`src/design/sem_pkg.sv`:
```
`timescale 1ns / 1ps

package sem_pkg;

    localparam int MAX_WIDTH = 1024;
    localparam int COL_W     = $clog2(MAX_WIDTH);
    localparam int CWIDTH_W  = 11;
    localparam int ROW_W     = 12;
    localparam int PIX_W     = 8;
    localparam int GRAD_W    = 10;
    localparam int SUM_W     = 21;
    localparam int MAG_W     = 11;
    localparam int CFG_IDX_W = 1;
    localparam int CFG_DAT_W = 12;

    localparam logic [CFG_IDX_W-1:0] CFG_IMAGE_WIDTH  = 1'b0;
    localparam logic [CFG_IDX_W-1:0] CFG_IMAGE_HEIGHT = 1'b1;

    localparam logic [CWIDTH_W-1:0] WIDTH_RESET  = 11'd640;
    localparam logic [ROW_W-1:0]    HEIGHT_RESET = 12'd480;
    localparam logic [CWIDTH_W-1:0] WIDTH_MIN    = 11'd3;
    localparam logic [CWIDTH_W-1:0] WIDTH_MAX    = CWIDTH_W'(MAX_WIDTH);
    localparam logic [ROW_W-1:0]    HEIGHT_MIN   = 12'd3;

    localparam logic [SUM_W-1:0] ROOT_BIT_START = SUM_W'(1) << (SUM_W - 1);

    typedef struct packed {
        logic [GRAD_W-1:0] ax;
        logic [GRAD_W-1:0] ay;
        logic              row_end;
        logic              frame_end;
    } sem_grad_t;

    typedef enum logic [1:0] {
        BK_IDLE,
        BK_SQUARE,
        BK_ROOT,
        BK_HOLD
    } sem_back_state_t;

endpackage

```
`src/design/sem_back.sv`:
```
`timescale 1ns / 1ps

module sem_back (
    input  logic                        clk,
    input  logic                        rst_n,
    input  sem_pkg::sem_grad_t          grad,
    input  logic                        q_empty,
    output logic                        q_pop,
    output logic [sem_pkg::MAG_W-1:0]   magnitude,
    output logic                        row_end,
    output logic                        frame_end,
    output logic                        empty,
    input  logic                        pop
);
    import sem_pkg::*;

    sem_back_state_t   state_reg;
    sem_back_state_t   state_next;

    sem_grad_t         item_reg;
    sem_grad_t         item_next;
    logic [SUM_W-1:0]  val_reg;
    logic [SUM_W-1:0]  val_next;
    logic [SUM_W-1:0]  res_reg;
    logic [SUM_W-1:0]  res_next;
    logic [SUM_W-1:0]  bit_reg;
    logic [SUM_W-1:0]  bit_next;

    logic              out_valid_reg;
    logic              out_valid_next;
    logic [MAG_W-1:0]  out_mag_reg;
    logic [MAG_W-1:0]  out_mag_next;
    logic              out_rend_reg;
    logic              out_rend_next;
    logic              out_fend_reg;
    logic              out_fend_next;

    logic [SUM_W:0]    trial;
    logic              out_take;

    assign out_take  = pop && out_valid_reg;
    assign empty     = !out_valid_reg;
    assign magnitude = out_mag_reg;
    assign row_end   = out_rend_reg;
    assign frame_end = out_fend_reg;
    assign trial     = {1'b0, res_reg} + {1'b0, bit_reg};

    always_comb
    begin
        state_next     = state_reg;
        item_next      = item_reg;
        val_next       = val_reg;
        res_next       = res_reg;
        bit_next       = bit_reg;
        out_valid_next = out_valid_reg && !out_take;
        out_mag_next   = out_mag_reg;
        out_rend_next  = out_rend_reg;
        out_fend_next  = out_fend_reg;
        q_pop          = 1'b0;
        case (state_reg)
            BK_IDLE:
            begin
                if (!q_empty)
                begin
                    q_pop      = 1'b1;
                    item_next  = grad;
                    state_next = BK_SQUARE;
                end
            end
            BK_SQUARE:
            begin
                val_next   = SUM_W'(item_reg.ax) * SUM_W'(item_reg.ax)
                             + SUM_W'(item_reg.ay) * SUM_W'(item_reg.ay);
                res_next   = '0;
                bit_next   = ROOT_BIT_START;
                state_next = BK_ROOT;
            end
            BK_ROOT:
            begin
                if ({1'b0, val_reg} >= trial)
                begin
                    val_next = val_reg - trial[SUM_W-1:0];
                    res_next = (res_reg >> 1) + bit_reg;
                end
                else
                begin
                    res_next = res_reg >> 1;
                end
                bit_next = bit_reg >> 2;
                if (bit_reg[0])
                    state_next = BK_HOLD;
            end
            BK_HOLD:
            begin
                if (!out_valid_reg || out_take)
                begin
                    out_valid_next = 1'b1;
                    out_mag_next   = res_reg[MAG_W-1:0];
                    out_rend_next  = item_reg.row_end;
                    out_fend_next  = item_reg.frame_end;
                    state_next     = BK_IDLE;
                end
            end
            default:
            begin
                state_next = BK_IDLE;
            end
        endcase
    end

    always_ff @(posedge clk or negedge rst_n)
    begin
        if (!rst_n)
        begin
            state_reg     <= BK_IDLE;
            out_valid_reg <= 1'b0;
        end
        else
        begin
            state_reg     <= state_next;
            out_valid_reg <= out_valid_next;
        end
    end

    always_ff @(posedge clk)
    begin
        item_reg     <= item_next;
        val_reg      <= val_next;
        res_reg      <= res_next;
        bit_reg      <= bit_next;
        out_mag_reg  <= out_mag_next;
        out_rend_reg <= out_rend_next;
        out_fend_reg <= out_fend_next;
    end

`ifndef NO_ASSERTIONS
    a_root_bit: assert property (@(posedge clk) disable iff (!rst_n)
        (state_reg == BK_ROOT) |-> $onehot(bit_reg))
        else $error("root step bit is not a single power of four");

    a_mag_range: assert property (@(posedge clk) disable iff (!rst_n)
        (state_reg == BK_HOLD) |-> (res_reg <= SUM_W'(1442)))
        else $error("root result out of range");

    a_pop_clears: assert property (@(posedge clk) disable iff (!rst_n)
        (out_take && state_reg != BK_HOLD) |=> !out_valid_reg)
        else $error("result stayed after transfer");
`endif

endmodule

```
`config.mk`:
```
export PLATFORM = sky130hd
export DESIGN_NAME = sem_back
export DESIGN_NICKNAME = d
export VERILOG_FILES = /design/src/design/sem_pkg.sv /design/src/design/sem_back.sv
export SDC_FILE = /design/constraint.sdc
export NUM_CORES = 1
export LEC_CHECK = 0
export ABC_CLOCK_PERIOD_IN_PS = 6800
export BUFFER_PORTS_ARGS = -buffer_cell sky130_fd_sc_hd__clkbuf_2
export CORE_MARGIN = 3
export CORE_UTILIZATION = 39
export DETAILED_ROUTE_END_ITERATION = 12
export SLEW_MARGIN = 20
export SYNTH_ARGS = -nofsm -noshare
export SYNTH_HDL_FRONTEND = slang
export SYNTH_SLANG_ARGS = --single-unit
export TNS_END_PERCENT = 30
```
`constraint.sdc`:
```
create_clock -name clk -period 6.8 [get_ports clk]
set_input_delay 1.02 -clock clk [delete_from_list [all_inputs] [get_ports clk]]
set_output_delay 1.02 -clock clk [all_outputs]
set_load 0.02 [all_outputs]
```
==> summary.txt <==
Outcome
  – Status: finished clean

Clock tree
  – # hold bufs at CTS: 0
  – CTS tree: built
  – Clock Latency Late Sink: 0.35 ns
  – Max clock buf depth: 2
  – Clk sink count: 91
  – CTS H-Tree Depth: 3
  – Worst-path clk slew: 0.09 ns
  – Num CTS Buffers: 9
  – Root buffer cell: clkbuf_16

Drt
  – Wire length per cell: 14.8 um
  – 1st-pass router iterations: 7
  – Routed vias: around 8000
  – Drt via density: 5.06
  – DRT antenna net count: 0
  – DRT iter0 DRCs: 416
  – DRC: 0
  – Final wirelength: 23.2 mm

Critical path
  – CP arrival: 6.62 ns
  – Most frequent cell on the critical path: fa_1
  – Slowest cell on crit path: fa_1
  – CP max FO: 10
  – Crit-path cells: and2_1 > fa_1 > inv_1 > fa_1 > inv_1 > fa_1 > fa_1 > fa_1 > fa_1 > inv_1 > fa_1 > inv_1 > ha_1 > or3_1 > o21ai_0 > o21bai_1 > a21oi_1 > xnor2_1 > mux2_2
  – WS Path Type: reg -> reg
  – Startpoint types: flop
  – Worst Path Buf+Inv: 4
  – Critical Path End Type: flop
  – Worst Path Required: 6.91 ns
  – Slowest stage delay, CP: around 0.60 ns
  – CP top delay family: adder cells

Final layout
  – Most common cell after layout, fill and taps aside: inv_1
  – Max FFs per register: 22
  – Layout cells sized above 1: 0.0948
  – Layout area overhead: 9.74%
  – # fillers: 2699
  – Most frequent cells in the layout: 210 x inv_1, 136 x ha_1, 131 x fa_1, 95 x nand2_1, 88 x edfxtp_1
  – Final std cells w/o fill: 1570
  – Diode count: 0
  – Layout Nets: 1480

Timing
  – Unrepaired setup endpoints after global routing: yes
  – Max-slew headroom at the worst pin: 0.553
  – Final setup fails: 0
  – Tmin final: 6.51 ns
  – Tcrit/Tclk final: 0.957
  – Final Max Tran Viols: 0
  – Fin. Hold Viols: 0
  – Max Fclk: between 150 and 200 MHz
  – Tightest Pin Transition: 0.667 ns
  – Clk_skew: between 0.01 and 0.015 ns

Yosys
  – FF+latch count, synth: 91
  – Post-Synth XOR/XNOR Area: 0.0558
  – Number of flops mapped to enable cells by yosys: 88
  – Adder-Cell Fraction of Synth Area: 0.383
  – Synth unique cells: 65
  – Seq/Total Area, Yosys: 0.240
  – Warnings, synthesis: 0
  – Dominant synthesized flop cell: edfxtp_1
  – Post-Synth Simple-Gate Area: 0.110
  – Synth Area in Compound Gates: 0.120
  – Cell area after synthesis: about 0.011 mm^2
  – Cells after Synth: 1136
  – Combinational family with the most area after synthesis: adder cells
  – Async S/R FF share, synth: 0.0330
  – Mean Syn Cell Area: 9.95 um^2
  – Syn_nets: 1429
  – Mux contribution to synthesized area: 0.0102

Die
  – Chip width: 176 um
  – Row count: a little over 60
  – Num ports: 41
  – Core Region: 0.0282 mm^2
  – Die ar.: just over 0.03 mm^2
  – Initial core utilization: 0.401
  – Die Y: 176 um

Global route
  – Tot GR Track Use: 0.157
  – Initial antenna violation count: 0
  – Pin count of the biggest net entering global routing: 47
  – Global-route wire length before repair: just under 40 mm
  – Total congestion overflow: 0
  – Vias in the first global route: 8187

Placement
  – Placed Cells: 1545
  – Detail Placement HPWL: approximately 19 mm
  – Final Wtd Congestion: just under 0.9
  – Port Buf Inserts: 40

Flow run
  – Max-Cap Viols: 0

Hold path
  – Hold Crit Class: reg -> reg
==> routing by layer <==
layer | global-route usage | wire [um] | vias to the layer above
li1 | - | - | 3874
met1 | 0.220 | 11200 | 3924
met5 | 0 | 0 | -
met4 | 0.0366 | 315 | 0
met2 | 0.260 | 11000 | 126
met3 | 0.0187 | 642 | 17
==> stage by stage <==
step | util | hold WS (ns) | setup slack, ns | area, um^2 | TNS [ns]
2_1_floorplan | - | 0.400 | 0.610 | 11300 | 0
3_3_place_gp | 0.427 | 0.409 | 0.315 | 12000 | 0
3_5_place_dp | 0.427 | 0.413 | 0.220 | 12000 | 0
4_1_cts | 0.437 | 0.429 | 0.198 | 12300 | 0
5_1_grt | 0.440 | 0.431 | -0.0430 | 12400 | -0.0497
6_report | 0.440 | 0.424 | 0.290 | 12400 | 0
==> cell families (layout without fill, tap and decap cells) <==
group / count (synthesis) / after routing
AO/OA/AOI/OAI: 203 / 203
flip-flops: 91 / 91
multiplexers: 11 / 11
AND/OR/NAND/NOR: 252 / 252
XOR/XNOR: 72 / 72
buffers and inverters: 240 / 296
adder cells (fa/ha/maj): 267 / 267
==> synthesized netlist by cell type, drive strengths merged, types with 6 or more instances <==
library cell | number | area share
inv | 210 | 0.070
ha | 136 | 0.15
fa | 131 | 0.23
nand2 | 95 | 0.032
edfxtp | 88 | 0.23
a21oi | 64 | 0.028
and2 | 54 | 0.030
xor2 | 37 | 0.029
nor2 | 36 | 0.012
xnor2 | 35 | 0.027
o21ai | 32 | 0.015
clkbuf | 25 | 0.0083
a21o | 19 | 0.013
a31oi | 16 | 0.010
a211oi | 13 | 0.0091
nor2b | 11 | 0.0061
nand3 | 10 | 0.0044
nor3 | 9 | 0.0040
o31ai | 9 | 0.0060
mux2i | 7 | 0.0062
nand4 | 6 | 0.0033
o211ai | 6 | 0.0040
o21a | 6 | 0.0040
==> path summary, 6_finish.rpt <==
kind                                         from  slack (ns)                  endpoint  cells past startpoint
min                         item_reg[0]$_DFFE_PP_        0.42       frame_end$_DFFE_PP_                      0
min in group asynchronous                   rst_n        0.45   out_valid_reg$_DFF_PN0_                      1
min reg2reg                 item_reg[0]$_DFFE_PP_        0.42       frame_end$_DFFE_PP_                      0
max                        item_reg[14]$_DFFE_PP_        0.29     val_reg[12]$_DFFE_PP_                     19
max reg2reg                item_reg[14]$_DFFE_PP_        0.29     val_reg[12]$_DFFE_PP_                     19
max in group asynchronous                   rst_n        6.24  state_reg[0]$_DFFE_PN0P_                      1
==> timing repair <==
| item | 4_1_cts | 5_1_grt |
|---|---|---|
| buffers inserted | 0 | 9 |
| endpoints found under the setup margin | 0 | 7 |
| resized for setup | 0 | 5 |
| hold endpoints to repair | 0 | 0 |
==> area by class of cell <==
class                      instances  area (um^2)  area share
tap                              378          473      0.0381
sequential                        91         2720       0.219
multi-input combinational        805         7700       0.621
clock buffer                       9          225      0.0182
inverter                         210          788      0.0636
timing repair buffer              70          425      0.0343
clock inverter                     7         76.3     0.00615
Power is not shown: default switching activity piles up to over one toggle a cycle in this logic, so the estimate is an artifact.
