$ cat config.mk
export PLATFORM = sky130hd
export DESIGN_NAME = sem_queue
export DESIGN_NICKNAME = d
export VERILOG_FILES = /design/src/design/sem_pkg.sv /design/src/design/sem_queue.sv
export SDC_FILE = /design/constraint.sdc
export NUM_CORES = 1
export LEC_CHECK = 0
export ABC_AREA = 1
export BUFFER_PORTS_ARGS = -buffer_cell sky130_fd_sc_hd__buf_4
export CORE_AREA = 2 2 51 101
export CTS_CLUSTER_SIZE = 14
export DETAILED_ROUTE_END_ITERATION = 8
export DIE_AREA = 0 0 53 103
export PLACE_DENSITY = 0.62
export SETUP_SLACK_MARGIN = 0.1
export SYNTH_ARGS = -nofsm -noshare
export SYNTH_HDL_FRONTEND = slang
export SYNTH_SLANG_ARGS = --single-unit
$ cat constraint.sdc
create_clock -name clk -period 2.4 [get_ports clk]
set_clock_uncertainty 0.05 [all_clocks]
set_input_delay 0.36 -clock clk [delete_from_list [all_inputs] [get_ports clk]]
set_output_delay 0.36 -clock clk [all_outputs]
set_load 0.01 [all_outputs]
$ cat src/design/sem_pkg.sv
`timescale 1ns / 1ps

package sem_pkg;

    localparam int MAX_WIDTH = 1024;
    localparam int COL_W     = $clog2(MAX_WIDTH);
    localparam int CWIDTH_W  = 11;
    localparam int ROW_W     = 12;
    localparam int PIX_W     = 8;
    localparam int GRAD_W    = 10;
    localparam int SUM_W     = 21;
    localparam int MAG_W     = 11;
    localparam int CFG_IDX_W = 1;
    localparam int CFG_DAT_W = 12;

    localparam logic [CFG_IDX_W-1:0] CFG_IMAGE_WIDTH  = 1'b0;
    localparam logic [CFG_IDX_W-1:0] CFG_IMAGE_HEIGHT = 1'b1;

    localparam logic [CWIDTH_W-1:0] WIDTH_RESET  = 11'd640;
    localparam logic [ROW_W-1:0]    HEIGHT_RESET = 12'd480;
    localparam logic [CWIDTH_W-1:0] WIDTH_MIN    = 11'd3;
    localparam logic [CWIDTH_W-1:0] WIDTH_MAX    = CWIDTH_W'(MAX_WIDTH);
    localparam logic [ROW_W-1:0]    HEIGHT_MIN   = 12'd3;

    localparam logic [SUM_W-1:0] ROOT_BIT_START = SUM_W'(1) << (SUM_W - 1);

    typedef struct packed {
        logic [GRAD_W-1:0] ax;
        logic [GRAD_W-1:0] ay;
        logic              row_end;
        logic              frame_end;
    } sem_grad_t;

    typedef enum logic [1:0] {
        BK_IDLE,
        BK_SQUARE,
        BK_ROOT,
        BK_HOLD
    } sem_back_state_t;

endpackage

$ cat src/design/sem_queue.sv
`timescale 1ns / 1ps

module sem_queue (
    input  logic               clk,
    input  logic               rst_n,
    input  sem_pkg::sem_grad_t wr_data,
    input  logic               wr_en,
    output logic               q_full,
    output sem_pkg::sem_grad_t rd_data,
    input  logic               rd_en,
    output logic               q_empty
);
    import sem_pkg::*;

    sem_grad_t   slot_reg [2];
    logic        wr_ptr_reg;
    logic        rd_ptr_reg;
    logic [1:0]  count_reg;
    logic        do_wr;
    logic        do_rd;

    assign q_full  = (count_reg == 2'd2);
    assign q_empty = (count_reg == 2'd0);
    assign do_wr   = wr_en && !q_full;
    assign do_rd   = rd_en && !q_empty;
    assign rd_data = slot_reg[rd_ptr_reg];

    always_ff @(posedge clk or negedge rst_n)
    begin
        if (!rst_n)
        begin
            wr_ptr_reg <= 1'b0;
            rd_ptr_reg <= 1'b0;
            count_reg  <= 2'd0;
        end
        else
        begin
            if (do_wr)
                wr_ptr_reg <= !wr_ptr_reg;
            if (do_rd)
                rd_ptr_reg <= !rd_ptr_reg;
            case ({do_wr, do_rd})
                2'b10:   count_reg <= count_reg + 2'd1;
                2'b01:   count_reg <= count_reg - 2'd1;
                default: count_reg <= count_reg;
            endcase
        end
    end

    always_ff @(posedge clk)
    begin
        if (do_wr)
            slot_reg[wr_ptr_reg] <= wr_data;
    end

`ifndef NO_ASSERTIONS
    a_count_bound: assert property (@(posedge clk) disable iff (!rst_n)
        count_reg <= 2'd2)
        else $error("queue count out of range");

    a_ptr_match: assert property (@(posedge clk) disable iff (!rst_n)
        (q_empty || q_full) |-> (wr_ptr_reg == rd_ptr_reg))
        else $error("queue pointers disagree with count");
`endif

endmodule

==> flow_metrics.py, run 1 <==
metrics = {
    "run_status": {
        "status": "completed",
    },
    "clocking": {
        "clockBufferDepth": 2,
        "cts.sinks": 48,
        "clock_latency_ps": 290,
        "cts_tree": "yes",
        "cts-root-buf": "clkbuf_8",
        "cts_resized": 0,
        "cts_buffers": 5,
        "clk_pin_slew_ps": 80,
        "ctsHtreeMaxLevel": 2,
    },
    "power": {
        "p_leak_nw": 1.05,
        "p_clk_frac": 0.164,
        "ir_drop_uv": 644,
        "netSwitchingPower_w": 0.000903,
        "internal_power_w": 0.00179,
        "sequentialPowerShare": 0.455,
        "power_frac_comb": 0.381,
        "switching_share": 0.335,
        "power_density_mw_per_mm2": 1140,
    },
    "timing": {
        "setup-violations-final": 0,
        "final.setup.tns_ps": 0,
        "maxSlewViolCount": 0,
        "fin_crit_sh": 0.780,
        "max_clock_freq_mhz": 534,
        "layout_setup_ws_ps": 528,
        "whs_ps": 199,
        "relSlewSlack": 0.736,
        "worstMarginPinSlew_ps": 396,
        "rsz0062_at_grt": "false",
        "finalCriticalPeriod_ps": 1870,
        "finalHoldViolCount": 0,
    },
    "final_layout": {
        "fin_util": 0.500,
        "fin_nets": 231,
        "layout-drive-gt1-share": 0.302,
        "antenna_cells": 0,
        "fill_cells": 420,
        "largest_register_ffs": 44,
        "fin_area_mm2": 0.00236,
        "syn_to_final_growth_pct": 28.7,
    },
    "grt": {
        "antenna_found_initial": 0,
        "grt_pass1_wl_um": 4840,
        "grt_pass1_vias": 1135,
        "grt-ovfl-total": 0,
        "grt_max_degree": 24,
        "grt.total_usage": 0.125,
    },
    "logic_synthesis": {
        "synth_fp_nets": 174,
        "synth_cell_types": 13,
        "synth_seq_cells": 48,
        "yosysWarningCount": 0,
        "avgSynthCellArea_um2": 12.5,
        "syn_inst": 147,
        "ys_seq_area_frac": 0.774,
        "netlist_area_mm2": 0.00184,
    },
    "floorplanning": {
        "coreArea_mm2": 0.00473,
        "rows": 36,
        "ios": 50,
        "die_w_um": 53,
        "dieArea_mm2": 0.00546,
        "die_h_um": 103,
        "initial_core_util": 0.388,
    },
    "critical_path": {
        "arrival_ps": 1460,
        "crit_fanout": 23,
        "required_ps": 1990,
        "cp-end-kind": "output pin",
        "cp-start-kind": "flop",
        "criticalPathCategory": "reg2out",
    },
    "worst_hold_path": {
        "hold_path.class": "in2reg",
    },
    "job": {
        "cap_violations": 0,
    },
    "place": {
        "io_buffers": 49,
        "detailed_place_hpwl_um": 2170,
        "place_congestion": 0.595,
        "dp_slack_ps": 768,
        "placed_area_mm2": 0.00227,
    },
    "drt": {
        "drc": 0,
        "drtIter0Drc": 8,
        "vias_per_cell": 4.43,
        "vias": 1160,
        "routed_wl_um": 3060,
        "ant_nets": 0,
        "wl_per_cell_um": 11.7,
        "firstDrtPassIters": 2,
    },
}
-- cells in the mapped netlist (all sizes together) --
cell    count  area (um2)
dfrtp       4         100
edfxtp     44        1320
nand2      76         285
buf         4        37.5
xnor2       1        8.76
o21ai       1        5.00
nand3       3        15.0
nor2        2        7.51
nand4       1        6.26
inv        10        37.5
ha          1        12.5
-- cell families after synthesis --
family          after synthesis  share of synthesized area
fa+ha+maj                     1                    0.00681
flops                        48                      0.774
buf+inv                      14                     0.0409
simple gates                 82                      0.171
compound gates                1                    0.00272
xor+xnor                      1                    0.00477
-- timing repair --
action,in CTS,in global routing
hold buffers,1,0
setup endpoints to repair,0,0
hold endpoints to repair,4,0
setup buffers,0,0
-- metrics by stage --
stage / std cells / power [W]
2_1_floorplan: 147 / 0.00183
3_3_place_gp: 253 / 0.00227
3_5_place_dp: 253 / 0.00229
4_1_cts: 262 / 0.00274
5_1_grt: 262 / 0.00288
6_report: 262 / 0.00269
-- power by group through the flow --
stage / registers [W] / logic (W) / clock network [W]
6_report: 0.00122 / 0.00103 / 0.000441
3_5_place_dp: 0.00124 / 0.00105 / 0
5_1_grt: 0.00124 / 0.00116 / 0.000489
3_3_place_gp: 0.00124 / 0.00103 / 0
2_1_floorplan: 0.00122 / 0.000605 / 0
4_1_cts: 0.00123 / 0.00105 / 0.000458
-- layout by cell type (no fill, tap or decap), drive strengths merged --
| master | Yosys | routed |
|---|---|---|
| clkinvlp | 0 | 1 |
| clkbuf | 0 | 6 |
| ha | 1 | 1 |
| o21ai | 1 | 1 |
| clkinv | 0 | 1 |
| dfrtp | 4 | 4 |
| nor2 | 2 | 2 |
| edfxtp | 44 | 44 |
| inv | 10 | 10 |
| xnor2 | 1 | 1 |
| nand2 | 76 | 76 |
| dlygate4sd3 | 0 | 1 |
| nand4 | 1 | 1 |
| buf | 4 | 53 |
| nand3 | 3 | 3 |
-- final cells by class --
| type | count | area (um2) | share of cell area |
|---|---|---|---|
| Clock buffer | 6 | 72.6 | 0.0307 |
| Clock inverter | 2 | 11.3 | 0.00476 |
| Inverter | 10 | 37.5 | 0.0159 |
| Multi-Input combinational cell | 85 | 343 | 0.145 |
| Sequential cell | 48 | 1420 | 0.601 |
| Tap cell | 57 | 71.3 | 0.0302 |
| Timing Repair Buffer | 54 | 408 | 0.172 |
-- path summary, 6_finish.rpt --
path | from | endpoint | slack [ps] | cells after the start
min in group asynchronous | rst_n | wr_ptr_reg$_DFFE_PN0N_ | 340 | 2
worst min-delay path | wr_data[12] | slot_reg[0][12]$_DFFE_PP_ | 200 | 1
worst max-delay path | rd_ptr_reg$_DFFE_PN0P_ | rd_data[14] | 530 | 4
worst min register to register | wr_ptr_reg$_DFFE_PN0N_ | wr_ptr_reg$_DFFE_PN0N_ | 440 | 2
worst max register to register | count_reg[1]$_DFFE_PN0P_ | slot_reg[0][6]$_DFFE_PP_ | 770 | 6
max in group asynchronous | rst_n | rd_ptr_reg$_DFFE_PN0P_ | 1850 | 2
-- per-layer routing --
layer	routed length, um	track usage	vias to the layer above	share of wire
met5	0	0	-	0
li1	-	-	593	-
met2	1570	0.227	42	0.51
met4	68	0.0651	0	0.022
met1	1240	0.125	519	0.40
met3	187	0.0319	6	0.061
-- critical path, cell delays in order (launching register included) --
cell     delay [ps]
dfrtp_1         510
inv_2           370
nand2_1          90
nand2_1          90
buf_4           120
Note: power is estimated with default switching activity, not from simulation.
==> inputs of run 2 (changes only) <==
PLACE_DENSITY = 0.65   (was 0.62)
clock period = 1.7 ns   (was 2.4 ns; I/O delays follow)
==> run 2 against run 1 <==
Net effect: combinational power grew 50%; count of clock-buffer cells in the layout is the same; utilization grew 1.0 points; sequential cell count is the same; via count increased by 1.7%; critical endpoint is now rd_data[8]; largest power group unchanged.
==> flow_metrics.py, run 2 (synthesis results as in run 1) <==
metrics = {
    "grt": {
        "gr-usage-met1": 0.141,
        "grt.busiest_layer": "met2",
        "grt_max_degree": 24,
        "grt_use_met3": 0.0406,
        "antenna_found_initial": 0,
        "grt.total_usage": 0.129,
        "grt-ovfl-total": 0,
        "grt_pass1_vias": 1166,
        "met2_usage": 0.227,
        "grt_pass1_wl_um": 5090,
    },
    "power": {
        "ir_drop_uv": 1030,
        "p_leak_nw": 1.07,
        "power_density_mw_per_mm2": 1670,
    },
    "floorplanning": {
        "die_w_um": 53,
        "coreArea_mm2": 0.00473,
        "ios": 50,
        "initial_core_util": 0.388,
        "die_h_um": 103,
        "rows": 36,
        "dieArea_mm2": 0.00546,
    },
    "drt": {
        "vias_per_cell": 4.52,
        "wl_per_cell_um": 12.3,
        "firstDrtPassIters": 5,
        "ant_nets": 0,
        "routed_wl_um": 3220,
        "vias": 1180,
        "drc": 0,
        "drtIter0Drc": 39,
    },
    "clocking": {
        "ctsHtreeMaxLevel": 2,
        "cts.sinks": 48,
        "cts_tree": "yes",
        "cts_buffers": 5,
        "clk_pin_slew_ps": 80,
        "clockBufferDepth": 2,
        "clock_latency_ps": 290,
        "cts_setup_buffers": 0,
        "cts-root-buf": "clkbuf_8",
    },
    "timing": {
        "max_clock_freq_mhz": 656,
        "maxSlewViolCount": 0,
        "rsz0062_at_grt": "true",
        "finalHoldViolCount": 0,
        "fin_crit_sh": 0.896,
        "worstMarginPinSlew_ps": 265,
        "setup-violations-final": 0,
        "relSlewSlack": 0.822,
        "finalCriticalPeriod_ps": 1520,
        "final.setup.tns_ps": 0,
    },
    "critical_path": {
        "r2r_cells": 9,
        "crit_path_max_incr_delay_ps": 420,
        "cp-start-kind": "flop",
        "cpMostUsedCell": "nand2_1",
        "arrival_ps": 1220,
        "critPathSlowestCell": "dfrtp_1",
        "criticalPathCategory": "reg2out",
        "crit_fanout": 23,
        "cp-end-kind": "output pin",
        "path_cells": "inv_4 > nand2_1 > nand2_1 > buf_4",
        "required_ps": 1390,
        "r2r_slack_ps": 180,
        "rr_startpoint": "count_reg[0]$_DFFE_PN0P_",
        "r2r-end": "count_reg[1]$_DFFE_PN0P_",
    },
    "final_layout": {
        "multi_input_area_um2": 343,
        "fin_util": 0.510,
        "syn_to_final_growth_pct": 31.3,
        "fill_cells": 422,
        "final_common_cell": "nand2_1",
        "layout_common_cells": "76 x nand2_1, 49 x buf_4, 44 x edfxtp_1",
        "seq_area_mm2": 0.00142,
        "largest_register_ffs": 44,
        "fin_nets": 230,
        "fin_area_mm2": 0.00241,
        "layout-drive-gt1-share": 0.304,
        "antenna_cells": 0,
    },
    "run_status": {
        "status": "completed",
    },
    "worst_hold_path": {
        "hold_path.class": "in2reg",
        "holdCritStartpoint": "wr_data[14]",
        "hold-path-endpoint": "slot_reg[1][14]$_DFFE_PP_",
        "holdPathStages": 1,
    },
    "job": {
        "cap_violations": 0,
    },
    "place": {
        "detailed_place_hpwl_um": 2140,
        "place_congestion": 0.604,
        "io_buffers": 49,
        "placed_area_mm2": 0.00229,
    },
}
run 2: layout make-up:
cell class,count,share of cell area
Sequential cell,48,0.589
Timing Repair Buffer,53,0.178
Multi-Input combinational cell,85,0.142
Clock buffer,6,0.0301
Tap cell,57,0.0296
Inverter,10,0.0166
Clock inverter,2,0.0145
run 2: worst max path at each step:
stage	startpoint	endpoint	cells past startpoint
2_1_floorplan	count_reg[1]$_DFFE_PN0P_	slot_reg[1][0]$_DFFE_PP_	3
3_3_place_gp	count_reg[0]$_DFFE_PN0P_	count_reg[1]$_DFFE_PN0P_	9
3_5_place_dp	count_reg[0]$_DFFE_PN0P_	count_reg[1]$_DFFE_PN0P_	9
4_1_cts	rd_ptr_reg$_DFFE_PN0P_	rd_data[8]	4
5_1_grt	rd_ptr_reg$_DFFE_PN0P_	rd_data[14]	4
6_report	rd_ptr_reg$_DFFE_PN0P_	rd_data[8]	4
run 2: report_power, final:
group / internal (W) / switching (W)
Combinational: 0.000669 / 0.000874
Sequential: 0.00162 / 0.0000966
Clock: 0.000436 / 0.000339
Total: 0.00272 / 0.00131
run 2: per-layer routing:
metal,vias to the layer above,part of all wire
li1,595,-
met1,537,0.39
met2,41,0.52
met3,7,0.072
met4,0,0.016
met5,-,0
run 2: stage by stage:
stage          hold slack (ps)  std cells  total power (W)  worst slack, ps
5_1_grt                   79.4        261          0.00432             91.7
3_5_place_dp              6.90        252          0.00329              213
6_report                  93.7        261          0.00403              177
3_3_place_gp              6.05        252          0.00324              326
4_1_cts                   83.9        261          0.00408              114
2_1_floorplan            -90.6        147          0.00258              104
run 2: critical path, delay by kind of cell, from the launching register on:
| kind | cells | cell delay, ps |
|---|---|---|
| buffers and inverters | 2 | 330 |
| AND/OR/NAND/NOR | 2 | 180 |
| flip-flops | 1 | 420 |
run 2: repair_timing:
item,in CTS,in global routing
hold buffers,1,0
hold endpoints to repair,4,0
endpoints found under the setup margin,22,22
resized for setup,1,1
pin swaps,0,0
